## src/rtl/core/ssa_pkg.sv

```systemverilog
package ssa_pkg;

	localparam int DEF_NUM_SLOTS       = 256;
	localparam int DEF_USE_COUNT_WIDTH = 16;

	localparam int CFG_IDX_W  = 1;
	localparam int CFG_DATA_W = 9;

	localparam logic [CFG_IDX_W-1:0] REG_FIT_POLICY   = 1'b0;
	localparam logic [CFG_IDX_W-1:0] REG_SLOTS_IN_USE = 1'b1;

	localparam logic [1:0] ACT_FIND    = 2'd0;
	localparam logic [1:0] ACT_ALLOC   = 2'd1;
	localparam logic [1:0] ACT_RELEASE = 2'd2;
	localparam logic [1:0] ACT_READ    = 2'd3;

	localparam logic [1:0] ST_OK       = 2'd0;
	localparam logic [1:0] ST_NOFIT    = 2'd1;
	localparam logic [1:0] ST_BAD      = 2'd2;
	localparam logic [1:0] ST_CONFLICT = 2'd3;

	localparam logic [1:0] FIT_FIRST = 2'd0;
	localparam logic [1:0] FIT_BEST  = 2'd1;
	localparam logic [1:0] FIT_WORST = 2'd2;
	localparam logic [1:0] FIT_LAST  = 2'd3;

	typedef struct packed {
		logic [1:0] action;
		logic [8:0] slot_count;
		logic [7:0] first_slot;
		logic [7:0] last_slot;
	} req_t;

	typedef struct packed {
		logic [1:0]  status;
		logic [7:0]  fit_start;
		logic [7:0]  fit_end;
		logic        slot_busy_bit;
		logic [15:0] slot_uses;
		logic [8:0]  free_slots;
		logic [8:0]  largest_free_run;
		logic [7:0]  free_run_count;
	} rsp_t;

	// Commands from the controller to the datapath.
	typedef struct packed {
		logic load;
		logic check_start;
		logic scan_start;
	} ssa_cmd_t;

	// Status from the datapath back to the controller.
	typedef struct packed {
		logic clearing;
		logic need_check;
		logic check_done;
		logic scan_done;
	} ssa_stat_t;

endpackage

```

## src/rtl/core/ssa_dpath.sv

```systemverilog
module ssa_dpath import ssa_pkg::*; #(
	parameter int NUM_SLOTS       = DEF_NUM_SLOTS,
	parameter int USE_COUNT_WIDTH = DEF_USE_COUNT_WIDTH
) (
	input  logic                  clk,
	input  logic                  arst_n,
	input  logic                  cfg_wr_en,
	input  logic [CFG_IDX_W-1:0]  cfg_index,
	input  logic [CFG_DATA_W-1:0] cfg_wdata,
	input  req_t                  req,
	input  ssa_cmd_t              cmd,
	output ssa_stat_t             stat,
	output rsp_t                  rsp
);

	localparam int IDX_W = $clog2(NUM_SLOTS);
	localparam int CNT_W = $clog2(NUM_SLOTS + 1);
	localparam int CMP_W = (CNT_W > 9) ? CNT_W + 1 : 10;
	localparam int UCW   = USE_COUNT_WIDTH;

	// Slot memory: busy bit on top of the use counter.
	logic [UCW:0] mem [NUM_SLOTS];

	logic [1:0] fit_policy_q;
	logic [8:0] slots_in_use_q;

	logic [1:0] act_q;
	logic [8:0] w_q;
	logic [7:0] a_q;
	logic [7:0] b_q;
	logic [1:0] status_q;

	logic             clr_q;
	logic [IDX_W-1:0] clr_ptr_q;

	logic             iss_q;
	logic             scan_q;
	logic             upd_q;
	logic [IDX_W-1:0] ptr_q;
	logic [IDX_W-1:0] end_q;

	logic             v_s1;
	logic             last_s1;
	logic [IDX_W-1:0] idx_s1;
	logic [UCW:0]     rd_s1;

	logic             any_busy_q;
	logic [CNT_W-1:0] len_q;
	logic [IDX_W-1:0] rs_q;
	logic [CNT_W-1:0] nfree_q;
	logic [CNT_W-1:0] largest_q;
	logic [7:0]       runs_q;
	logic             found_q;
	logic [CNT_W-1:0] best_len_q;
	logic [IDX_W-1:0] best_s_q;
	logic             rb_q;
	logic [15:0]      ru_q;

	logic [CMP_W-1:0] n_c;
	logic [CMP_W-1:0] req_w_c;
	logic [CMP_W-1:0] req_a_c;
	logic [CMP_W-1:0] req_b_c;
	logic [1:0]       load_status;

	always_comb begin
		if (slots_in_use_q == 9'd0) begin
			n_c = CMP_W'(1);
		end else if (CMP_W'(slots_in_use_q) > CMP_W'(NUM_SLOTS)) begin
			n_c = CMP_W'(NUM_SLOTS);
		end else begin
			n_c = CMP_W'(slots_in_use_q);
		end
	end

	assign req_w_c = CMP_W'(req.slot_count);
	assign req_a_c = CMP_W'(req.first_slot);
	assign req_b_c = CMP_W'(req.last_slot);

	always_comb begin
		load_status = ST_OK;
		case (req.action)
			ACT_FIND: begin
				if (req_w_c == '0) load_status = ST_BAD;
			end
			ACT_ALLOC, ACT_RELEASE: begin
				if (req_a_c > req_b_c || req_b_c >= n_c) load_status = ST_BAD;
			end
			default: begin
				if (req_a_c >= n_c) load_status = ST_BAD;
			end
		endcase
	end

	logic range_op;
	assign range_op = (act_q == ACT_ALLOC) || (act_q == ACT_RELEASE);

	// Stage one: data read from the memory in the previous cycle.
	logic             busy_old;
	logic [UCW-1:0]   uses_old;
	logic [UCW-1:0]   uses_inc;
	logic             in_rng;
	logic             busy_new;
	logic             check_last;
	logic             scan_last;
	logic             any_busy_all;
	logic [CMP_W-1:0] idx_c;
	logic [31:0]      uses32;

	assign busy_old     = rd_s1[UCW];
	assign uses_old     = rd_s1[UCW-1:0];
	assign uses_inc     = (&uses_old) ? uses_old : uses_old + UCW'(1);
	assign idx_c        = CMP_W'(idx_s1);
	assign in_rng       = upd_q && idx_c >= CMP_W'(a_q) && idx_c <= CMP_W'(b_q);
	assign busy_new     = in_rng ? (act_q == ACT_ALLOC) : busy_old;
	assign check_last   = v_s1 && !scan_q && last_s1;
	assign scan_last    = v_s1 && scan_q && last_s1;
	assign any_busy_all = any_busy_q || busy_old;
	assign uses32       = 32'(uses_old);

	// The run that closes at this slot: at a busy slot or at the last managed slot.
	logic             run_ends;
	logic [CNT_W-1:0] run_len;
	logic [IDX_W-1:0] run_start;
	logic             take;
	logic [CMP_W-1:0] last_fit_c;

	always_comb begin
		run_ends  = v_s1 && scan_q && (busy_new || last_s1);
		run_len   = len_q;
		run_start = rs_q;
		if (!busy_new) begin
			run_len   = len_q + CNT_W'(1);
			run_start = (len_q == '0) ? idx_s1 : rs_q;
		end
		last_fit_c = CMP_W'(run_start) + CMP_W'(run_len) - CMP_W'(w_q);
		take = 1'b0;
		if (run_ends && CMP_W'(run_len) >= CMP_W'(w_q) && run_len != '0) begin
			case (fit_policy_q)
				FIT_FIRST: take = !found_q;
				FIT_BEST:  take = !found_q || run_len < best_len_q;
				FIT_WORST: take = !found_q || run_len > best_len_q;
				default:   take = 1'b1;
			endcase
		end
	end

	logic             wr_en;
	logic [IDX_W-1:0] wr_addr;
	logic [UCW:0]     wr_data;

	always_comb begin
		if (clr_q) begin
			wr_en   = 1'b1;
			wr_addr = clr_ptr_q;
			wr_data = '0;
		end else begin
			wr_en   = v_s1 && scan_q && in_rng;
			wr_addr = idx_s1;
			if (act_q == ACT_ALLOC) begin
				wr_data = {1'b1, uses_inc};
			end else begin
				wr_data = {1'b0, uses_old};
			end
		end
	end

	always_ff @(posedge clk) begin
		if (wr_en) mem[wr_addr] <= wr_data;
		if (iss_q) rd_s1 <= mem[ptr_q];
	end

	always_ff @(posedge clk or negedge arst_n) begin
		if (!arst_n) begin
			fit_policy_q   <= FIT_FIRST;
			slots_in_use_q <= 9'(DEF_NUM_SLOTS);
		end else if (cfg_wr_en) begin
			unique case (cfg_index)
				REG_FIT_POLICY:   fit_policy_q   <= cfg_wdata[1:0];
				REG_SLOTS_IN_USE: slots_in_use_q <= cfg_wdata[8:0];
				default:          fit_policy_q   <= fit_policy_q;
			endcase
		end
	end

	always_ff @(posedge clk or negedge arst_n) begin
		if (!arst_n) begin
			clr_q     <= 1'b1;
			clr_ptr_q <= '0;
		end else if (clr_q) begin
			clr_ptr_q <= clr_ptr_q + IDX_W'(1);
			if (clr_ptr_q == IDX_W'(NUM_SLOTS - 1)) clr_q <= 1'b0;
		end
	end

	always_ff @(posedge clk or negedge arst_n) begin
		if (!arst_n) begin
			act_q    <= ACT_FIND;
			w_q      <= '0;
			a_q      <= '0;
			b_q      <= '0;
			status_q <= ST_OK;
			iss_q    <= 1'b0;
			scan_q   <= 1'b0;
			upd_q    <= 1'b0;
			ptr_q    <= '0;
			end_q    <= '0;
			v_s1     <= 1'b0;
			last_s1  <= 1'b0;
			idx_s1   <= '0;
		end else begin
			if (cmd.load) begin
				act_q    <= req.action;
				w_q      <= req.slot_count;
				a_q      <= req.first_slot;
				b_q      <= req.last_slot;
				status_q <= load_status;
			end
			if (check_last) begin
				if ((act_q == ACT_ALLOC && any_busy_all) ||
				    (act_q == ACT_RELEASE && !any_busy_all)) begin
					status_q <= ST_CONFLICT;
				end
			end

			v_s1    <= iss_q;
			idx_s1  <= ptr_q;
			last_s1 <= iss_q && (ptr_q == end_q);
			if (cmd.check_start) begin
				iss_q  <= 1'b1;
				scan_q <= 1'b0;
				ptr_q  <= IDX_W'(a_q);
				end_q  <= IDX_W'(b_q);
			end else if (cmd.scan_start) begin
				iss_q  <= 1'b1;
				scan_q <= 1'b1;
				upd_q  <= range_op && status_q == ST_OK;
				ptr_q  <= '0;
				end_q  <= IDX_W'(n_c - CMP_W'(1));
			end else if (iss_q) begin
				if (ptr_q == end_q) iss_q <= 1'b0;
				ptr_q <= ptr_q + IDX_W'(1);
			end
		end
	end

	always_ff @(posedge clk or negedge arst_n) begin
		if (!arst_n) begin
			any_busy_q <= 1'b0;
			len_q      <= '0;
			rs_q       <= '0;
			nfree_q    <= '0;
			largest_q  <= '0;
			runs_q     <= '0;
			found_q    <= 1'b0;
			best_len_q <= '0;
			best_s_q   <= '0;
			rb_q       <= 1'b0;
			ru_q       <= '0;
		end else begin
			if (cmd.check_start) begin
				any_busy_q <= 1'b0;
			end else if (v_s1 && !scan_q) begin
				any_busy_q <= any_busy_all;
			end

			if (cmd.scan_start) begin
				len_q     <= '0;
				nfree_q   <= '0;
				largest_q <= '0;
				runs_q    <= '0;
				found_q   <= 1'b0;
			end else if (v_s1 && scan_q) begin
				if (!busy_new) begin
					nfree_q <= nfree_q + CNT_W'(1);
					len_q   <= len_q + CNT_W'(1);
					if (len_q == '0) begin
						rs_q <= idx_s1;
						if (runs_q != 8'hFF) runs_q <= runs_q + 8'd1;
					end
					if (len_q + CNT_W'(1) > largest_q) largest_q <= len_q + CNT_W'(1);
				end else begin
					len_q <= '0;
				end
				if (take) begin
					found_q    <= 1'b1;
					best_len_q <= run_len;
					if (fit_policy_q == FIT_LAST) begin
						best_s_q <= last_fit_c[IDX_W-1:0];
					end else begin
						best_s_q <= run_start;
					end
				end
				if (idx_c == CMP_W'(a_q)) begin
					rb_q <= busy_old;
					ru_q <= (uses32 > 32'd65535) ? 16'hFFFF : uses32[15:0];
				end
			end
		end
	end

	logic             find_ok;
	logic             read_ok;
	logic [CMP_W-1:0] fit_end_c;
	logic [CMP_W-1:0] nfree_c;
	logic [CMP_W-1:0] largest_c;

	assign find_ok   = act_q == ACT_FIND && status_q == ST_OK && found_q;
	assign read_ok   = act_q == ACT_READ && status_q == ST_OK;
	assign fit_end_c = CMP_W'(best_s_q) + CMP_W'(w_q) - CMP_W'(1);
	assign nfree_c   = CMP_W'(nfree_q);
	assign largest_c = CMP_W'(largest_q);

	always_comb begin
		rsp.status = status_q;
		if (act_q == ACT_FIND && status_q == ST_OK && !found_q) rsp.status = ST_NOFIT;
		rsp.fit_start     = find_ok ? 8'(CMP_W'(best_s_q)) : 8'd0;
		rsp.fit_end       = find_ok ? fit_end_c[7:0] : 8'd0;
		rsp.slot_busy_bit = read_ok ? rb_q : 1'b0;
		rsp.slot_uses     = read_ok ? ru_q : 16'd0;
		rsp.free_slots       = (nfree_c > CMP_W'(9'h1FF)) ? 9'h1FF : nfree_c[8:0];
		rsp.largest_free_run = (largest_c > CMP_W'(9'h1FF)) ? 9'h1FF : largest_c[8:0];
		rsp.free_run_count   = runs_q;
	end

	assign stat.clearing   = clr_q;
	assign stat.need_check = range_op && status_q == ST_OK;
	assign stat.check_done = check_last;
	assign stat.scan_done  = scan_last;

endmodule
```

## config.mk

```make
export PLATFORM = sky130hd
export DESIGN_NAME = ssa_dpath
export DESIGN_NICKNAME = d
export VERILOG_FILES = /design/src/rtl/core/ssa_pkg.sv /design/src/rtl/core/ssa_dpath.sv
export SDC_FILE = /design/constraint.sdc
export NUM_CORES = 2
export LEC_CHECK = 0
export BUFFER_PORTS_ARGS = -buffer_cell sky130_fd_sc_hd__buf_2
export CAP_MARGIN = 0
export CORE_AREA = 2 2 600 602
export CTS_CLUSTER_SIZE = 25
export DETAILED_ROUTE_END_ITERATION = 8
export DIE_AREA = 0 0 602 604
export PLACE_DENSITY = 0.65
export SLEW_MARGIN = 5
export SYNTH_ARGS = -nofsm -noshare
export SYNTH_HDL_FRONTEND = slang
export SYNTH_MEMORY_MAX_BITS = 65536
export SYNTH_SLANG_ARGS = --single-unit
```

## constraint.sdc

```tcl
create_clock -name clk -period 14.7 [get_ports clk]
set_input_delay 2.94 -clock clk [delete_from_list [all_inputs] [get_ports clk]]
set_output_delay 2.94 -clock clk [all_outputs]
set_load 0.1 [all_outputs]
```

=== Yosys cells after proc, flatten, opt, wreduce, memory -nomap -nowiden ===
Memory sizes are Yosys's and may differ from the RTL's. A register that Yosys moved wholly into a read port is not among the register bits.
Index checks and enable logic that the tools add are counted.

* Add/subtract/negate cells: 11
* Order comparisons: 13
* Equal/unequal tests: 13
* Mux-type cells: 64
* Bitwise operators: 3
* Reduce and logical (&&, ||, !) cells: 56

{| class="wikitable"
|+ Operators with widths
! operator !! number
|-
| $mux W9 || 15
|-
| $mux W8 || 16
|-
| $mux W16 || 3
|-
| $mux W17 || 2
|-
| $gt A9 B9 Y1 const B || 3
|-
| $add A8 B1 Y8 const B || 3
|-
| $ge A8 B10 Y1 || 2
|-
| $mux W1 || 19
|-
| $add A9 B1 Y9 const B || 2
|-
| $gt A9 B9 Y1 || 2
|-
| $logic_and A1 B1 Y1 || 18
|-
| $logic_not A9 Y1 || 2
|-
| $add A16 B1 Y16 const B || 1
|-
| $add A8 B8 Y8 || 2
|-
| $eq A8 B8 Y1 || 2
|-
| $gt A16 B16 Y1 const B || 1
|-
| $reduce_and A16 Y1 || 1
|-
| $sub A8 B1 Y8 const B || 2
|-
| $mux W2 || 7
|-
| $reduce_bool A2 Y1 || 7
|-
| $reduce_and A2 Y1 || 6
|-
| $eq A2 B2 Y1 const B || 5
|-
| $logic_not A10 Y1 || 1
|-
| $ge A9 B9 Y1 || 1
|-
| other kinds (20) || 37
|}

* Bits in registers: 157
* Memory bits (writable): 4352
* Input port bits: 43
* Memories kept: 1

{| class="wikitable"
|+ Memories
! name !! depth !! width !! read ports !! clocked after Yosys merged registers in !! wr ports !! RTL line !! source
|-
| mem || 256 || 17 || 1 || 1 || 1 || ssa_dpath.sv:22 || <nowiki>logic [UCW:0] mem [NUM_SLOTS];</nowiki>
|}

=== Longest topological paths before layout ===
* Depth after elaboration: 12
* Depth in mapped cells: 24
* Mapped depth without buffers: 23

=== Worst setup path after synthesis ===
No wires, ideal clock.

* Kind: register to register
* Start point: register rd_s1[5] (read register of mem)
* End point: memory mem[0][15] (netlist name), data pin
* Library setup time: 2.096 ns
* Data arrival time: 11.000 ns
* Data required time: 12.604 ns
* Slack: 1.604 ns
* Stages on the path, launching flop included: 7
* Path buffers: 0
* Clock period less this slack: 13.096 ns
* Cell sequence: edfxtp_1 -> and4_1 -> nand4_1 -> nor4_1 -> and3_1 -> nor2_1 -> nor3_1

* Cells in the longest elaborated chain, start to end: 4
* Elaborated cells on any way between the ends: 5

{| class="wikitable"
|+ Ends and longest elaborated chain
! what !! RTL line !! source
|-
| from (decl) || ssa_dpath.sv:45 || <nowiki>logic [UCW:0] rd_s1;</nowiki>
|-
| $add A16 B1 Y16 / $reduce_and A16 Y1 (equally long branches) || ssa_dpath.sv:111 || <nowiki>assign uses_inc = (&uses_old) ? uses_old : uses_old + UCW'(1);</nowiki>
|-
| $mux W16 * || ssa_dpath.sv:111 ||
|-
| $mux W17 * || ssa_dpath.sv:159 || <nowiki>if (act_q == ACT_ALLOC) begin</nowiki>
|-
| $mux W17 * || ssa_dpath.sv:152 || <nowiki>if (clr_q) begin</nowiki>
|-
| named net wr_data[15] || ssa_dpath.sv:149 || <nowiki>logic [UCW:0] wr_data;</nowiki>
|-
| to (decl) || ssa_dpath.sv:22 ||
|}

Mark *: on every way through the listed nets, which the timed path passes. The rest lies on a longest branch.

==> results.md <==
- Resized Gates After CTS: 0
- P&R area growth vs syn: 12.5%
- Grt ovf: 0
- RSZ-0062 raised after global routing: false
- #FFs+latches synth: 4526
- Critical Path RT: 11760 ps
- Sum of negative setup slack: 0 ps
- Critical path endpoint category: output port
- Max Transition Viols Final: 0
- Placed cells: 12916
- Share of the synthesized area in the top cell type: 0.738
- Vias per cell: 6.40
- Cell Area, Synth: 178000 um^2
- Worst Reg-to-Reg Cells: 11
- Status: completed
- Routed wire length per instance: 34.3 um
- R2r setup slk: 8440 ps
- RR Endpoint: rd_s1[0]
- Syn Area/Cell: 21.8 um^2
- 1st-iter DRT viols: 12482
- Commonest cells after routing, fill and taps aside: edfxtp_1 (4369), mux4_2 (1239), clkbuf_16 (451)
- Root Buffer: clkbuf_16
- Max Buffers Root-to-Sink: 4
- Post-synth EDFFs: 4369
- RePlAce Congestion: 0.845
- Clk Latency, worst-skew pair: 990 ps
- Final setup viols: 0
- Fin nets: 8747
- First-pass GRT wire length: 665000 um
- Vias in the first global route: 87761
- Cell taking the most area after synthesis: edfxtp_1
- Clock slew at reported path FFs: 60 ps
- CP Launch Type: flip-flop
- Unique masters post-synth: 69
- Fin crit share: 0.455
- Final hold vios: 0
- Time the worst path needs with I/O delays and setup: 6690 ps
- Die W: 602 um
- Crit path DAT: 3750 ps
- IO Count: 108
- Remaining DRCs: 0
- # rows: 220
- Area contributors post-synth: edfxtp_1 (74%), mux4_2 (16%), dfrtp_1 (2.2%), mux2i_1 (1.3%), nor2_1 (0.82%)
- Final Non-Filler Cells: 13718
- Critical path type: reg2out
- Commonest non-fill, non-tap cell in the layout: edfxtp_1
- Peak supply drop: 0.202 mV
- CTS Buf Count: 444
- Slew of the pin with the lowest slew margin: 1480 ps
- Post-CTS setup buffer count: 0
- Post-synth ARST share: 0.0347
- P_leak: 0.0634 uW
- Fin Clk Skew: 68.2 ps
- Via count: 87810
- Layout cell share with drive strength beyond 1: 0.298
- Critical path launch point: w_q[1]
- Headroom to the max-slew limit: 0.0126
- Worst Path Max Fanout: 4
- Prevailing post-synth register cell: edfxtp_1
- CTS tree: built
- Starting Density: 0.497
- Sequential share of the synthesized area: 0.760
- Yosys warning count: 0
- Max Clock Freq: 149 MHz
- Core Area: 358000 um^2
- Drt first pass iters: 5
- Die Footprint: 364000 um^2
- Cell Pwr Density: 154 nW/um^2
- H-tree depth: 5
- CTS Sinks: 4526
- Die height: 604 um
- Final setup margin: 8010 ps
- Hold Path Class: reg2reg
- Pin count of the biggest net entering global routing: 257
- Initial antenna violation count: 23
- # hold bufs at CTS: 0
- Worst Setup EP: rsp[50]
- Final HPWL DP: 261000 um
- Total track usage: 0.258
- Syn nets: 8298
- WL final: 471000 um
- Reg2reg start: ptr_q[0]
- Worst hold slack: 482 ps
- ANT nets after route: 0
- Syn Inst Count: 8140
- Max_cap viols: 0
- # port buffers: 107
- DP Worst Slack: 8400 ps
flip-flops by register name, summed over array words and instances (netlist names), 2 cells and up:
name / count
a_q: 8
act_q: 2
b_q: 8
best_len_q: 9
best_s_q: 8
clr_ptr_q: 8
end_q: 8
fit_policy_q: 2
idx_s1: 8
largest_q: 9
len_q: 9
mem: 4352
nfree_q: 9
ptr_q: 8
rd_s1: 17
rs_q: 8
ru_q: 16
runs_q: 8
slots_in_use_q: 9
status_q: 2
w_q: 9
critical path: stages (launching register included):
cell      delay (ps)
dfrtp_1          320
inv_1             90
ha_1             300
inv_1             50
ha_1             210
fa_1             470
a21o_1           180
a21oi_1          240
o21bai_1          90
a21oi_1          180
xnor2_1           90
nor2_1           120
buf_2            450
final cells by class:
type | instances | area [um^2]
inverter | 114 | 442
timing repair buffer | 472 | 3600
clock inverter | 243 | 2290
fill | 25951 | 158000
clock buffer | 552 | 11700
antenna | 7 | 17.5
multi-input combinational | 3031 | 40800
tap | 4773 | 5970
sequential | 4526 | 135000
logic make-up (layout without fill, tap and decap cells):
group	Yosys count	after routing	synth area share
xor gates and xnor gates	73	73	0.00360
DFF	4526	4526	0.760
and+or+nand+nor	789	789	0.0193
buffers and inverters	583	1381	0.0151
adders and majority gates	115	115	0.00843
other	0	7	0
muxes	1530	1530	0.174
AOI/OAI and AO/OA	524	524	0.0194
worst min path at each step:
stage / depth (start not counted) / start / slack, ps / end
after floorplan: 0 / ptr_q[3] / 350 / idx_s1[3]
after CTS: 2 / b_q[2] / 490 / end_q[2]
after global placement: 2 / b_q[2] / 470 / end_q[2]
after global routing: 2 / b_q[4] / 520 / end_q[4]
after detailed placement: 2 / b_q[2] / 470 / end_q[2]
final: 2 / b_q[6] / 480 / end_q[6]
synthesized netlist by cell type, drive strengths merged, types with 10 or more instances:
cell / number
and2: 10
nor3: 29
dfrtp: 155
o22ai: 61
nor2: 389
clkbuf: 238
mux2i: 225
xor2: 33
o221ai: 86
o21a: 11
nand3: 44
mux4: 1239
nor2b: 17
nand4: 22
a211oi: 21
or3: 10
a22o: 17
a21o: 12
and3: 30
mux2: 66
a22oi: 10
xnor2: 40
a21oi: 129
o311ai: 11
nand2: 191
edfxtp: 4369
o21ai: 109
buf: 231
ha: 107
inv: 114
nand2b: 21
report_power, final:
group	internal, uW	switching [uW]
logic	1180	2910
registers	15500	143
clock network	6290	4770
stage by stage:
step,utilization,total power [uW],area [um^2]
floorplan,-,18600,178000
global placement,0.520,19800,186000
detailed placement,0.520,20000,186000
CTS,0.559,30900,200000
global route,0.559,31600,200000
finish,0.559,30800,200000
per-layer routing:
| metal | up-vias | global-route usage | share of wire |
|---|---|---|---|
| li1 | 34972 | - | - |
| met4 | 6 | 0.0793 | 0.034 |
| met5 | - | 0 | 0.000072 |
| met1 | 47307 | 0.360 | 0.38 |
| met3 | 745 | 0.0530 | 0.10 |
| met2 | 4780 | 0.415 | 0.48 |
Note: power is estimated with default switching activity, not from simulation.
