$ cat src/rtl/core/ssa_pkg.sv
package ssa_pkg;

	localparam int DEF_NUM_SLOTS       = 256;
	localparam int DEF_USE_COUNT_WIDTH = 16;

	localparam int CFG_IDX_W  = 1;
	localparam int CFG_DATA_W = 9;

	localparam logic [CFG_IDX_W-1:0] REG_FIT_POLICY   = 1'b0;
	localparam logic [CFG_IDX_W-1:0] REG_SLOTS_IN_USE = 1'b1;

	localparam logic [1:0] ACT_FIND    = 2'd0;
	localparam logic [1:0] ACT_ALLOC   = 2'd1;
	localparam logic [1:0] ACT_RELEASE = 2'd2;
	localparam logic [1:0] ACT_READ    = 2'd3;

	localparam logic [1:0] ST_OK       = 2'd0;
	localparam logic [1:0] ST_NOFIT    = 2'd1;
	localparam logic [1:0] ST_BAD      = 2'd2;
	localparam logic [1:0] ST_CONFLICT = 2'd3;

	localparam logic [1:0] FIT_FIRST = 2'd0;
	localparam logic [1:0] FIT_BEST  = 2'd1;
	localparam logic [1:0] FIT_WORST = 2'd2;
	localparam logic [1:0] FIT_LAST  = 2'd3;

	typedef struct packed {
		logic [1:0] action;
		logic [8:0] slot_count;
		logic [7:0] first_slot;
		logic [7:0] last_slot;
	} req_t;

	typedef struct packed {
		logic [1:0]  status;
		logic [7:0]  fit_start;
		logic [7:0]  fit_end;
		logic        slot_busy_bit;
		logic [15:0] slot_uses;
		logic [8:0]  free_slots;
		logic [8:0]  largest_free_run;
		logic [7:0]  free_run_count;
	} rsp_t;

	// Commands from the controller to the datapath.
	typedef struct packed {
		logic load;
		logic check_start;
		logic scan_start;
	} ssa_cmd_t;

	// Status from the datapath back to the controller.
	typedef struct packed {
		logic clearing;
		logic need_check;
		logic check_done;
		logic scan_done;
	} ssa_stat_t;

endpackage

$ cat src/rtl/core/ssa_ctrl.sv
module ssa_ctrl import ssa_pkg::*; (
	input  logic      clk,
	input  logic      arst_n,
	input  logic      req_valid,
	output logic      req_stall,
	input  ssa_stat_t stat,
	input  logic      rsp_free,
	output ssa_cmd_t  cmd,
	output logic      rsp_load
);

	localparam logic [2:0] S_CLEAR  = 3'd0;
	localparam logic [2:0] S_IDLE   = 3'd1;
	localparam logic [2:0] S_DECODE = 3'd2;
	localparam logic [2:0] S_CHECK  = 3'd3;
	localparam logic [2:0] S_START  = 3'd4;
	localparam logic [2:0] S_SCAN   = 3'd5;
	localparam logic [2:0] S_FINISH = 3'd6;

	logic [2:0] state_q;
	logic [2:0] state_next;

	always_comb begin
		state_next = state_q;
		cmd        = '0;
		rsp_load   = 1'b0;
		unique case (state_q)
			S_CLEAR: begin
				if (!stat.clearing) state_next = S_IDLE;
			end
			S_IDLE: begin
				if (req_valid) begin
					cmd.load   = 1'b1;
					state_next = S_DECODE;
				end
			end
			S_DECODE: begin
				if (stat.need_check) begin
					cmd.check_start = 1'b1;
					state_next      = S_CHECK;
				end else begin
					cmd.scan_start = 1'b1;
					state_next     = S_SCAN;
				end
			end
			S_CHECK: begin
				if (stat.check_done) state_next = S_START;
			end
			S_START: begin
				cmd.scan_start = 1'b1;
				state_next     = S_SCAN;
			end
			S_SCAN: begin
				if (stat.scan_done) state_next = S_FINISH;
			end
			S_FINISH: begin
				if (rsp_free) begin
					rsp_load   = 1'b1;
					state_next = S_IDLE;
				end
			end
			default: begin
				state_next = S_IDLE;
			end
		endcase
	end

	always_ff @(posedge clk or negedge arst_n) begin
		if (!arst_n) begin
			state_q <= S_CLEAR;
		end else begin
			state_q <= state_next;
		end
	end

	assign req_stall = (state_q != S_IDLE);

	a_load_to_decode: assert property (@(posedge clk) disable iff (!arst_n)
		cmd.load |=> state_q == S_DECODE)
		else $error("accepted item did not move to decode");

	a_check_done_in_check: assert property (@(posedge clk) disable iff (!arst_n)
		stat.check_done |-> state_q == S_CHECK)
		else $error("range check finished outside the check state");

	a_scan_done_in_scan: assert property (@(posedge clk) disable iff (!arst_n)
		stat.scan_done |-> state_q == S_SCAN)
		else $error("slot scan finished outside the scan state");

	a_no_accept_while_clearing: assert property (@(posedge clk) disable iff (!arst_n)
		stat.clearing |-> req_stall)
		else $error("item accepted during the clearing pass");

	a_result_needs_room: assert property (@(posedge clk) disable iff (!arst_n)
		rsp_load |-> rsp_free)
		else $error("result loaded over a waiting result");

endmodule

$ cat config.mk
export PLATFORM = sky130hd
export DESIGN_NAME = ssa_ctrl
export DESIGN_NICKNAME = d
export VERILOG_FILES = /design/src/rtl/core/ssa_pkg.sv /design/src/rtl/core/ssa_ctrl.sv
export SDC_FILE = /design/constraint.sdc
export NUM_CORES = 1
export LEC_CHECK = 0
export BUFFER_PORTS_ARGS = -buffer_cell sky130_fd_sc_hd__buf_2
export CAP_MARGIN = 5
export CORE_AREA = 4 4 41 43
export DETAILED_ROUTE_END_ITERATION = 8
export DIE_AREA = 0 0 45 47
export HOLD_SLACK_MARGIN = 0.06
export PLACE_DENSITY = 0.39
export SLEW_MARGIN = 0
export SYNTH_ARGS = -nofsm -noshare
export SYNTH_HDL_FRONTEND = slang
export SYNTH_SLANG_ARGS = --single-unit
$ cat constraint.sdc
create_clock -name clk -period 0.95 [get_ports clk]
set_input_delay 0.0475 -clock clk [delete_from_list [all_inputs] [get_ports clk]]
set_output_delay 0.0475 -clock clk [all_outputs]
set_load 0.05 [all_outputs]
# == Yosys cells after proc, flatten, opt, wreduce, memory -nomap -nowiden ==
# Index checks and enable logic that the tools add are counted.
# op_classes
n_mux,15
reduce_logical,2
eq_ne,12
# ops
operator,count
case mux 3 bit (7 select lines),1
2-to-1 mux 3 bit,6
!= test 2 bit (second input constant),5
equality test 3 bit (second input constant),3
2-to-1 mux 1 bit,7
equality test 3 x 2 -> 1 bit (second input constant),2
AND reduction 5 bit,1
equality test 3 x 1 -> 1 bit (second input constant),1
logical NOT 3 bit,1
!= test 3 x 1 -> 1 bit (second input constant),1
case mux 1 bit (2 select lines),1
# totals
wordCells,30
ff_bits,3
out_inout_bits,5

# == Logic depth before layout (Yosys ltp) ==
# Gate-level depths: netlist (run 1).
# logic_depth
word_depth,3
ltp_mapped,4
depth_no_buf,3

# == Least setup slack after synthesis (run 1) ==
# OpenSTA, ideal clock, no wires.
# synth_path
path_kind,reg2out
from,register state_q[1]
to,output cmd[2] (netlist name)
required_ns,0.902
setup_slack_ns,-0.903
stages_incl_launch_ff,4
arrival_ns,1.806
path_cell_list,dfrtp_1 buf_6 nand2b_1 nor3b_1
# synth_rtl
item,line,rtl
start: declaration,ssa_ctrl.sv:20,logic [2:0] state_q;
start signal: assignment,ssa_ctrl.sv:72,state_q <= state_next;
end: declaration,ssa_ctrl.sv:8,"output ssa_cmd_t cmd,"

# == Worst setup path in the final report (run 1) ==
# layout_path
from,register state_q[1]
to,output req_stall
# layout_via
elab_chain_len,1
# layout_lines
item,line,rtl
!= test 3 x 1 -> 1 bit,ssa_ctrl.sv:76,assign req_stall = (state_q != S_IDLE);
end: declaration,ssa_ctrl.sv:5,"output logic req_stall,"
# Every way passes these cells.

==> impl_metrics.py, run 1 <==
metrics = {
    "outcome": {
        "status": "complete, but fails checks",
        "violations": "negative setup slack",
    },
    "power": {
        "ir_drop_uv": 1260,
        "leakage_nw": 0.2456,
        "power.density_mw_per_mm2": 3605,
    },
    "detailed_routing": {
        "drt-total-wl_um": 816,
        "avgRoutedWirePerCell_um": 11.83,
        "ant_nets": 0,
        "drt_iter0_markers": 7,
        "vias_per_cell": 4.609,
        "num_vias": 318,
        "first_pass_iters": 4,
        "drc": 0,
    },
    "logic_synthesis": {
        "synth_cell_types": 18,
        "ys_top_cells_by_count": "nor2_1, o21ai_0, dfrtp_1",
        "synthFlopType": "dfrtp_1",
        "synth_edf_count": 0,
        "netlist_area_sq_um": 259.0,
        "syn_inst": 31,
        "synth_warnings": 0,
        "synth_top_cell_by_area": "dfrtp_1",
        "avgSynthCellArea_sq_um": 8.355,
        "synth_top_area_frac": 0.2899,
        "yosysSeqAreaShare": 0.2899,
        "ys_seq_elements": 3,
        "synth.net_count": 39,
        "synth-async-reset-ratio": 1.000,
        "synth_area_leaders": "dfrtp_1, buf_6, mux2i_1",
    },
    "sta": {
        "min_period_ps": 1268,
        "setup_ws_ps": -317.9,
        "relSlewSlack": 0.8164,
        "tightest_slew_ps": 267.8,
        "fmax_ghz": 0.7887,
        "fin_worst_skew_ps": 3.560,
        "rsz0062_at_grt": "yes",
        "drv_slew": 0,
        "finalHoldViolCount": 0,
        "setup_violations": 8,
        "fin_crit_sh": 1.335,
    },
    "placement": {
        "place_worst_setup_slack_ps": -206.7,
        "gp_congestion": 0.7654,
        "dp.final_hpwl_um": 554.9,
        "numPortBuffers": 12,
        "dpl_cell_area_sq_um": 369.1,
    },
    "worst_setup_path": {
        "crit_arrival_ps": 1220,
        "cp.required_ps": 900,
        "crit_path_max_fanout": 5,
        "cp-start-kind": "flip-flop",
        "cp-end-kind": "output port",
        "path_class": "flip-flop to output port",
    },
    "global_routing": {
        "use_met3": 0.03448,
        "grt_util_all_layers": 0.09479,
        "antenna_found_initial": 0,
        "grt.met2_usage": 0.1695,
        "grt.busiest_layer": "met2",
        "overflow": 0,
        "grt_pass1_wl_um": 1414,
        "grt_use_met1": 0.1023,
        "grt_max_degree": 8,
        "grt_pass1_vias": 331,
    },
    "clock_tree": {
        "htreeDepth": 1,
        "clockBufferDepth": 2,
        "cts.sinks": 3,
        "cts-buffers-inserted": 3,
        "root_buffer": "clkbuf_4",
        "clk_latency_ps": 230,
        "cts_tree": "built",
        "clk_pin_slew_worst_paths_ps": 40,
    },
    "floorplan": {
        "boundaryPins": 13,
        "dieHeight_um": 47,
        "core_area_sq_mm": 0.001301,
        "die_area_sq_mm": 0.002115,
        "dieWidth_um": 45,
        "rows": 13,
        "start_util": 0.1990,
    },
    "final_layout": {
        "area_delta_synth_final_pct": 107.2,
        "drive_gt1_frac": 0.7222,
        "largest-register": "state_q",
        "nets": 63,
        "n_antenna_cell": 0,
        "largestRegisters": "state_q (3)",
        "largest_reg_flops": 3,
        "post-route-cell-area_sq_um": 536.8,
    },
    "hold_path": {
        "hold_path_class": "input pin to flip-flop",
    },
    "job": {
        "drv_cap": 0,
    },
}
[layer usage]
layer | up-vias | routed length (um) | share of wire
met1 | 147 | 322 | 0.39
met4 | 0 | 7 | 0.0086
met2 | 12 | 444 | 0.54
li1 | 157 | - | -
met5 | - | 0 | 0
met3 | 2 | 42 | 0.051
[worst max-delay path, cell delays in order (launching register included)]
cell and delay, ps:
dfrtp_2 430, nand2b_4 170, or2_4 240, buf_8 150
[kinds of logic (layout without fill, tap and decap cells)]
logic type,count (synthesis),after routing,share of synthesized area
compound gates,8,8,0.2029
simple gates,14,14,0.3092
mux,2,2,0.07730
flops,3,3,0.2898
buf+inv,4,27,0.1207
[where the power goes]
part / total (W) / switching, W / internal (W)
logic: 0.00139 / 0.000667 / 0.000727
clock network: 0.000220 / 0.0000630 / 0.000157
registers: 0.000321 / 0.000118 / 0.000203
total: 0.00194 / 0.000848 / 0.00109
[stage by stage]
| step | total power [W] | std cells | setup TNS (ps) | hold slack (ps) | utilization |
|---|---|---|---|---|---|
| 2_1_floorplan | 0.001063 | 31 | -620.1 | -248.1 | - |
| 3_3_place_gp | 0.001217 | 59 | -1271 | -150.2 | 0.2837 |
| 3_5_place_dp | 0.001211 | 59 | -1377 | -151.4 | 0.2837 |
| 4_1_cts | 0.001838 | 68 | -1995 | 110.3 | 0.3923 |
| 5_1_grt | 0.002079 | 69 | -2468 | 144.2 | 0.4125 |
| 6_report | 0.001935 | 69 | -1988 | 118.5 | 0.4125 |
[final timing paths]
path | start | end | slack, ps | cells after the start
worst max register to register | state_q[2]$_DFFE_PN0P_ | state_q[0]$_DFFE_PN0P_ | -270 | 6
worst min-delay path | stat[3] | state_q[0]$_DFFE_PN0P_ | 120 | 3
min in group asynchronous | arst_n | state_q[1]$_DFFE_PN0P_ | 150 | 2
worst max-delay path | state_q[1]$_DFFE_PN0P_ | req_stall | -320 | 3
max in group asynchronous | arst_n | state_q[2]$_DFFE_PN0P_ | 680 | 2
worst min register to register | state_q[1]$_DFFE_PN0P_ | state_q[2]$_DFFE_PN0P_ | 680 | 3
[final cells by class]
class | instances | area (sq um)
sequential | 3 | 78.83
clock buffer | 4 | 26.28
tap | 15 | 18.77
fill | 146 | 764.5
multi-input combinational | 24 | 217.7
timing repair buffer | 22 | 191.4
inverter | 1 | 3.754
[cell usage in the layout, fill, tap and decap left out, drive strengths merged, types with 2 or more instances in the layout]
cell type,count
buf,21
clkbuf,4
dfrtp,3
mux2i,2
nor2b,2
nand2,2
o21ai,4
nand2b,2
nor2,4
[what timing repair did]
action,in CTS,in global routing
endpoints found under the hold margin,3,0
setup buffers,4,1
pin swaps,5,4
gates resized for setup,25,6
hold buffers,1,0
endpoints found under the setup margin,8,8
(Power assumes the default switching activity.)
==> run 2, diff against run 1 <==
Settings changed: ABC_AREA set to 1, PLACE_DENSITY 0.39 to not set, PLACE_DENSITY_LB_ADDON set to 0.2, RECOVER_POWER set to 25.
==> run 2 against run 1 <==
  * Global-route usage rose by 2.5 points
  * Sequential power up 6%
  * Critical path depth increased by 2
  * Hold slack improved by 36 ps
  * The run still ends with negative setup slack left
==> impl_metrics.py, run 2 <==
metrics = {
    "outcome": {
        "status": "complete, but fails checks",
        "violations": "negative setup slack",
    },
    "power": {
        "p_seq_frac": 0.133,
        "sw_frac_of_total": 0.4920,
        "internal-power_w": 0.001297,
        "ir_drop_uv": 1553,
        "leakage_nw": 0.3207,
        "power.density_mw_per_mm2": 3873,
        "p_sw_w": 0.001256,
        "p_clk_frac": 0.088,
        "p_comb_frac": 0.779,
    },
    "hold_path": {
        "hold_start": "stat[0]",
        "min_path_cells": 4,
        "hold_path_class": "input pin to flip-flop",
        "worstHoldEndpoint": "state_q[0]$_DFFE_PN0P_",
    },
    "detailed_routing": {
        "num_vias": 399,
        "vias_per_cell": 4.433,
        "first_pass_iters": 2,
        "drt_iter0_markers": 1,
        "avgRoutedWirePerCell_um": 11.42,
        "drt-total-wl_um": 1028,
        "drc": 0,
        "ant_nets": 0,
    },
    "sta": {
        "setup_ws_ps": -311.5,
        "drv_slew": 0,
        "min_period_ps": 1261,
        "fmax_ghz": 0.7927,
        "setup_tns_ps": -2157,
        "tightest_slew_ps": 210.2,
        "rsz0062_at_grt": "yes",
        "setup_violations": 8,
        "relSlewSlack": 0.8588,
        "hold_slack_ps": 154.9,
        "finalHoldViolCount": 0,
        "fin_crit_sh": 1.328,
        "fin_worst_skew_ps": 2.831,
    },
    "logic_synthesis": {
        "synth_compound_area_frac": 0.06000,
        "yosysSeqAreaShare": 0.3000,
        "synthFlopType": "dfrtp_1",
        "synth_top_area_frac": 0.3000,
        "synth_adder_area_share": 0,
        "avgSynthCellArea_sq_um": 5.820,
        "syn_inst": 43,
        "synth_edf_count": 0,
        "synth_top_family_by_area": "simple AND/OR/NAND/NOR gates",
        "synth_area_leaders": "dfrtp_1, nand2_1, nand3_1",
        "synth-xor-area-share": 0,
        "yosysMostFrequentCell": "nand2_1",
        "synth-async-reset-ratio": 1.000,
        "synth_top_cell_by_area": "dfrtp_1",
        "synth.net_count": 51,
        "synth_warnings": 0,
        "netlist_area_sq_um": 250.2,
        "synthSimpleGateAreaFrac": 0.5500,
        "ys_seq_elements": 3,
        "synthMuxAreaShare": 0,
        "synth_cell_types": 11,
        "ys_top_cells_by_count": "nand2_1, nand3_1, nor2_1",
    },
    "global_routing": {
        "antenna_found_initial": 0,
        "grt_util_all_layers": 0.1203,
        "grt_pass1_vias": 430,
        "grt_pass1_wl_um": 1869,
        "grt_max_degree": 9,
        "overflow": 0,
    },
    "worst_setup_path": {
        "cp.required_ps": 900,
        "crit_path_max_fanout": 8,
        "crit_path_cell_trace": "inv_4 > nand2_4 > buf_6 > nor2_4 > buf_8",
        "path_class": "flip-flop to output port",
        "cp-end-kind": "output port",
        "slowest_stage": "dfrtp_1",
        "reg2reg_from": "state_q[1]$_DFFE_PN0P_",
        "timing.rr.end": "state_q[1]$_DFFE_PN0P_",
        "critPathTopFamily": "flip-flops",
        "crit_arrival_ps": 1210,
        "rrSetupSlack_ps": -270,
        "cp-start-kind": "flip-flop",
        "critPathMaxStageDelay_ps": 410,
        "cp_num_buf_inv": 3,
        "worstRegToRegCells": 7,
    },
    "clock_tree": {
        "root_buffer": "clkbuf_4",
        "clk_pin_slew_worst_paths_ps": 40,
        "cts_tree": "built",
        "htreeDepth": 1,
        "clockBufferDepth": 2,
        "cts-buffers-inserted": 3,
        "clk_latency_ps": 230,
        "cts.sinks": 3,
    },
    "final_layout": {
        "drive_gt1_frac": 0.6933,
        "largest-register": "state_q",
        "n_antenna_cell": 0,
        "final_cell_mix": "buf_6, nand2_1, buf_4",
        "mostFrequentLayoutCell": "buf_6",
        "largestRegisters": "state_q (3)",
        "nets": 84,
        "nFillCells": 145,
        "area_delta_synth_final_pct": 163.5,
        "largest_reg_flops": 3,
    },
    "floorplan": {
        "start_util": 0.1923,
        "core_area_sq_mm": 0.001301,
        "dieWidth_um": 45,
        "dieHeight_um": 47,
        "boundaryPins": 13,
        "die_area_sq_mm": 0.002115,
        "rows": 13,
    },
    "placement": {
        "numPortBuffers": 12,
        "dp.final_hpwl_um": 608,
        "place_worst_setup_slack_ps": -185.0,
        "gp_congestion": 0.7282,
    },
    "job": {
        "drv_cap": 0,
    },
}
-- run 2: timing repair --
item                                   CTS  global route
gates resized for setup                 34             6
buffers inserted                         7             0
endpoints found under the hold margin    3             0
setup endpoints to repair                8             8
hold buffers                             1             0
pin swaps                                7             3
-- run 2: final cells by class --
| cell class | instances | area, sq um | share of cell area |
|---|---|---|---|
| clock buffers | 4 | 26.28 | 0.03985 |
| multi-input cells | 34 | 255.2 | 0.3871 |
| flip-flops and latches | 3 | 77.57 | 0.1176 |
| well taps | 15 | 18.77 | 0.02846 |
| inverters | 6 | 31.28 | 0.04744 |
| repair buffers | 28 | 250.2 | 0.3795 |
-- run 2: through the flow --
step	cells	instance area [sq um]	utilization	total power, W
5_1_grt	90	659.4	0.5067	0.002726
6_report	90	659.4	0.5067	0.002554
4_1_cts	90	636.9	0.4894	0.002457
2_1_floorplan	43	282.8	-	0.001108
3_5_place_dp	79	429.2	0.3298	0.001583
3_3_place_gp	79	429.2	0.3298	0.001581
-- run 2: worst max-delay path by stage --
stage	end	start	depth (start not counted)	slack (ps)
6_report	cmd[2]	state_q[2]$_DFFE_PN0P_	5	-310
5_1_grt	rsp_load	state_q[0]$_DFFE_PN0P_	2	-380
4_1_cts	cmd[1]	state_q[0]$_DFFE_PN0P_	4	-300
3_5_place_dp	cmd[1]	state_q[0]$_DFFE_PN0P_	4	-190
3_3_place_gp	cmd[1]	state_q[0]$_DFFE_PN0P_	4	-190
2_1_floorplan	rsp_load	state_q[0]$_DFFE_PN0P_	1	-220
-- run 2: metal layers --
metal  share of wire  vias to the layer above  global-route usage
met5               0                        -                   0
met4               0                        0             0.03509
met3           0.043                        0             0.03065
met2            0.58                        7              0.2147
met1            0.38                      188              0.1416
li1                -                      204                   -
-- run 2: power groups by stage --
| stage | clock (W) | sequential, W | combinational [W] |
|---|---|---|---|
| after floorplan | 0 | 0.000309 | 0.000799 |
| after global routing | 0.000241 | 0.000354 | 0.00213 |
| after detailed placement | 0 | 0.000299 | 0.00128 |
| final | 0.000225 | 0.000340 | 0.00199 |
| after global placement | 0 | 0.000304 | 0.00128 |
| after CTS | 0.000229 | 0.000314 | 0.00191 |
-- run 2: logic make-up (layout without fill, tap and decap cells) --
group	after synthesis	count (layout)
AOI/OAI and AO/OA	3	3
and+or+nand+nor	31	31
buffers and inverters	6	38
DFF	3	3
-- run 2: worst min-delay path: cells and delay by family --
family / cells / cell delay (ps)
and+or+nand+nor: 1 / 80
buffers and inverters: 1 / 100
AOI/OAI and AO/OA: 2 / 110
==> run 3, diff against run 2 <==
Settings changed: CORE_AREA 4 4 41 43 to 2 2 39 41, DIE_AREA 0 0 45 47 to 0 0 41 43, PLACE_DENSITY_LB_ADDON 0.2 to 0.05, RECOVER_POWER 25 to 50.
==> run 3 against run 2 <==
  * The flow still finishes with violations (negative setup slack)
  * Final cell count is 2.2% higher
  * Register-to-register slack better by 80 ps
  * First-iteration DRC count is 100% higher
  * Power is 7.2% lower
  * Final area is 7.0% lower
  * Via count is 4.0% lower
  * Routed wire length is 18% lower
  * Sequential cell count stayed put
  * Setup slack better by 20 ps
  * Global-route usage is 0.27 points lower
  * Largest cell class is now non-clock buffers
  * Largest power group unchanged
==> impl_metrics.py, run 3 (synthesized netlist as in run 2, its figures left out) <==
metrics = {
    "detailed_routing": {
        "avgRoutedWirePerCell_um": 9.141,
        "num_vias": 383,
        "drc": 0,
        "vias_per_cell": 4.163,
        "ant_nets": 0,
        "first_pass_iters": 2,
        "drt-total-wl_um": 841,
        "drt_iter0_markers": 2,
    },
    "outcome": {
        "status": "complete, but fails checks",
        "violations": "negative setup slack",
    },
    "final_layout": {
        "area_delta_synth_final_pct": 145.0,
        "final_cell_mix": "buf_4, nand2_1, buf_6",
        "nets": 85,
        "largest_reg_flops": 3,
        "nFillCells": 152,
        "drive_gt1_frac": 0.6579,
        "largestRegisters": "state_q (3)",
        "final_core_util": 0.4430,
        "mostFrequentLayoutCell": "buf_4",
        "n_antenna_cell": 0,
        "largest-register": "state_q",
    },
    "job": {
        "drv_cap": 0,
    },
    "global_routing": {
        "overflow": 0,
        "grt_pass1_wl_um": 1407,
        "grt_pass1_vias": 380,
        "grt_util_all_layers": 0.1176,
        "antenna_found_initial": 0,
        "grt_max_degree": 7,
    },
    "floorplan": {
        "rows": 14,
        "dieHeight_um": 43,
        "start_util": 0.1808,
        "core_area_sq_mm": 0.001384,
        "dieWidth_um": 41,
        "die_area_sq_mm": 0.001763,
        "boundaryPins": 13,
    },
    "power": {
        "power.density_mw_per_mm2": 3867,
        "internal-power_w": 0.001239,
        "sw_frac_of_total": 0.4772,
        "p_seq_frac": 0.124,
        "leakage_nw": 0.3132,
        "ir_drop_uv": 1479,
        "p_sw_w": 0.001131,
        "p_comb_frac": 0.783,
        "p_clk_frac": 0.093,
        "power.total_w": 0.002371,
    },
    "clock_tree": {
        "htreeDepth": 1,
        "clk_pin_slew_worst_paths_ps": 40,
        "cts_tree": "built",
        "root_buffer": "clkbuf_4",
        "clockBufferDepth": 2,
        "cts-buffers-inserted": 3,
        "cts.sinks": 3,
        "clk_latency_ps": 230,
    },
    "sta": {
        "setup_violations": 8,
        "fmax_ghz": 0.8057,
        "tightest_slew_ps": 223.6,
        "fin_crit_sh": 1.306,
        "setup_tns_ps": -1940,
        "finalHoldViolCount": 0,
        "relSlewSlack": 0.8499,
        "fin_worst_skew_ps": 1.313,
        "hold_slack_ps": 147.6,
        "rsz0062_at_grt": "yes",
        "min_period_ps": 1241,
        "drv_slew": 0,
        "setup_ws_ps": -291.1,
    },
    "worst_setup_path": {
        "path_class": "flip-flop to output port",
        "crit_path_cell_trace": "nor2_2 > nand3_2 > clkinvlp_4 > buf_6",
        "cp.depth": 4,
        "critPathMaxStageDelay_ps": 470,
        "crit_arrival_ps": 1190,
        "critPathTopFamily": "flip-flops",
        "crit_path_max_fanout": 6,
        "worstRegToRegCells": 8,
        "cp-start-kind": "flip-flop",
        "cp-end-kind": "output port",
        "cp.required_ps": 900,
        "cp_num_buf_inv": 2,
        "slowest_stage": "dfrtp_2",
    },
    "hold_path": {
        "hold_path_class": "input pin to async pin",
    },
    "placement": {
        "numPortBuffers": 12,
        "dp.final_hpwl_um": 629.3,
        "gp_congestion": 0.6895,
        "place_worst_setup_slack_ps": -210.4,
    },
}
[run 3: changes by cell type in the layout (fill, tap and decap cells not counted), moves of 2 or more]
| cell | before | now |
|---|---|---|
| buf_4 | 7 | 11 |
| buf_6 | 11 | 9 |
| inv_2 | 1 | 3 |
| inv_4 | 2 | 0 |
[run 3: worst register-to-register path, delay by kind of cell (launching register included)]
kind	cells	cell delay, ps
flops	1	470
simple gates	7	440
buf+inv	1	120
[run 3: worst paths after layout]
| check | slack [ps] | start | endpoint |
|---|---|---|---|
| setup / recovery | -290 | state_q[0]$_DFFE_PN0P_ | cmd[1] |
| max in group asynchronous | 640 | arst_n | state_q[0]$_DFFE_PN0P_ |
| min in group clk | 150 | stat[3] | state_q[0]$_DFFE_PN0P_ |
| hold / removal | 150 | arst_n | state_q[1]$_DFFE_PN0P_ |
| hold reg to reg | 620 | state_q[2]$_DFFE_PN0P_ | state_q[2]$_DFFE_PN0P_ |
| setup reg to reg | -190 | state_q[0]$_DFFE_PN0P_ | state_q[1]$_DFFE_PN0P_ |
[run 3: power groups by stage]
stage | Combinational, W | Sequential (W) | Clock [W]
after detailed placement | 0.00139 | 0.000293 | 0
after global placement | 0.00141 | 0.000296 | 0
after floorplan | 0.000799 | 0.000309 | 0
after CTS | 0.00180 | 0.000291 | 0.000235
after global routing | 0.00201 | 0.000303 | 0.000253
final | 0.00186 | 0.000295 | 0.000220
[run 3: metrics by stage]
step | std cells | instance area (sq um)
4_1_cts | 92 | 599.3
3_5_place_dp | 83 | 452.9
6_report | 92 | 613.1
5_1_grt | 92 | 613.1
2_1_floorplan | 43 | 282.8
3_3_place_gp | 83 | 452.9
[run 3: area by class of cell]
| cell class | count | area [sq um] | share of cell area |
|---|---|---|---|
| Clock buffer | 4 | 26.28 | 0.04286 |
| Inverter | 6 | 26.28 | 0.04286 |
| Tap cell | 16 | 20.02 | 0.03265 |
| Multi-Input combinational cell | 34 | 221.5 | 0.3612 |
| Sequential cell | 3 | 76.32 | 0.1245 |
| Timing Repair Buffer | 29 | 242.7 | 0.3959 |
[run 3: routing by layer]
| metal | track usage | part of all wire | vias to the layer above |
|---|---|---|---|
| li1 | - | - | 206 |
| met5 | 0 | 0 | - |
| met4 | 0.08000 | 0 | 0 |
| met2 | 0.2063 | 0.53 | 8 |
| met1 | 0.1161 | 0.43 | 169 |
| met3 | 0.01571 | 0.044 | 0 |
[run 3: timing repair]
item	in CTS	in global routing
gates resized for setup	23	4
pin swaps	3	2
endpoints found under the hold margin	3	0
setup buffers	4	0
hold buffers	1	0
endpoints found under the setup margin	8	8
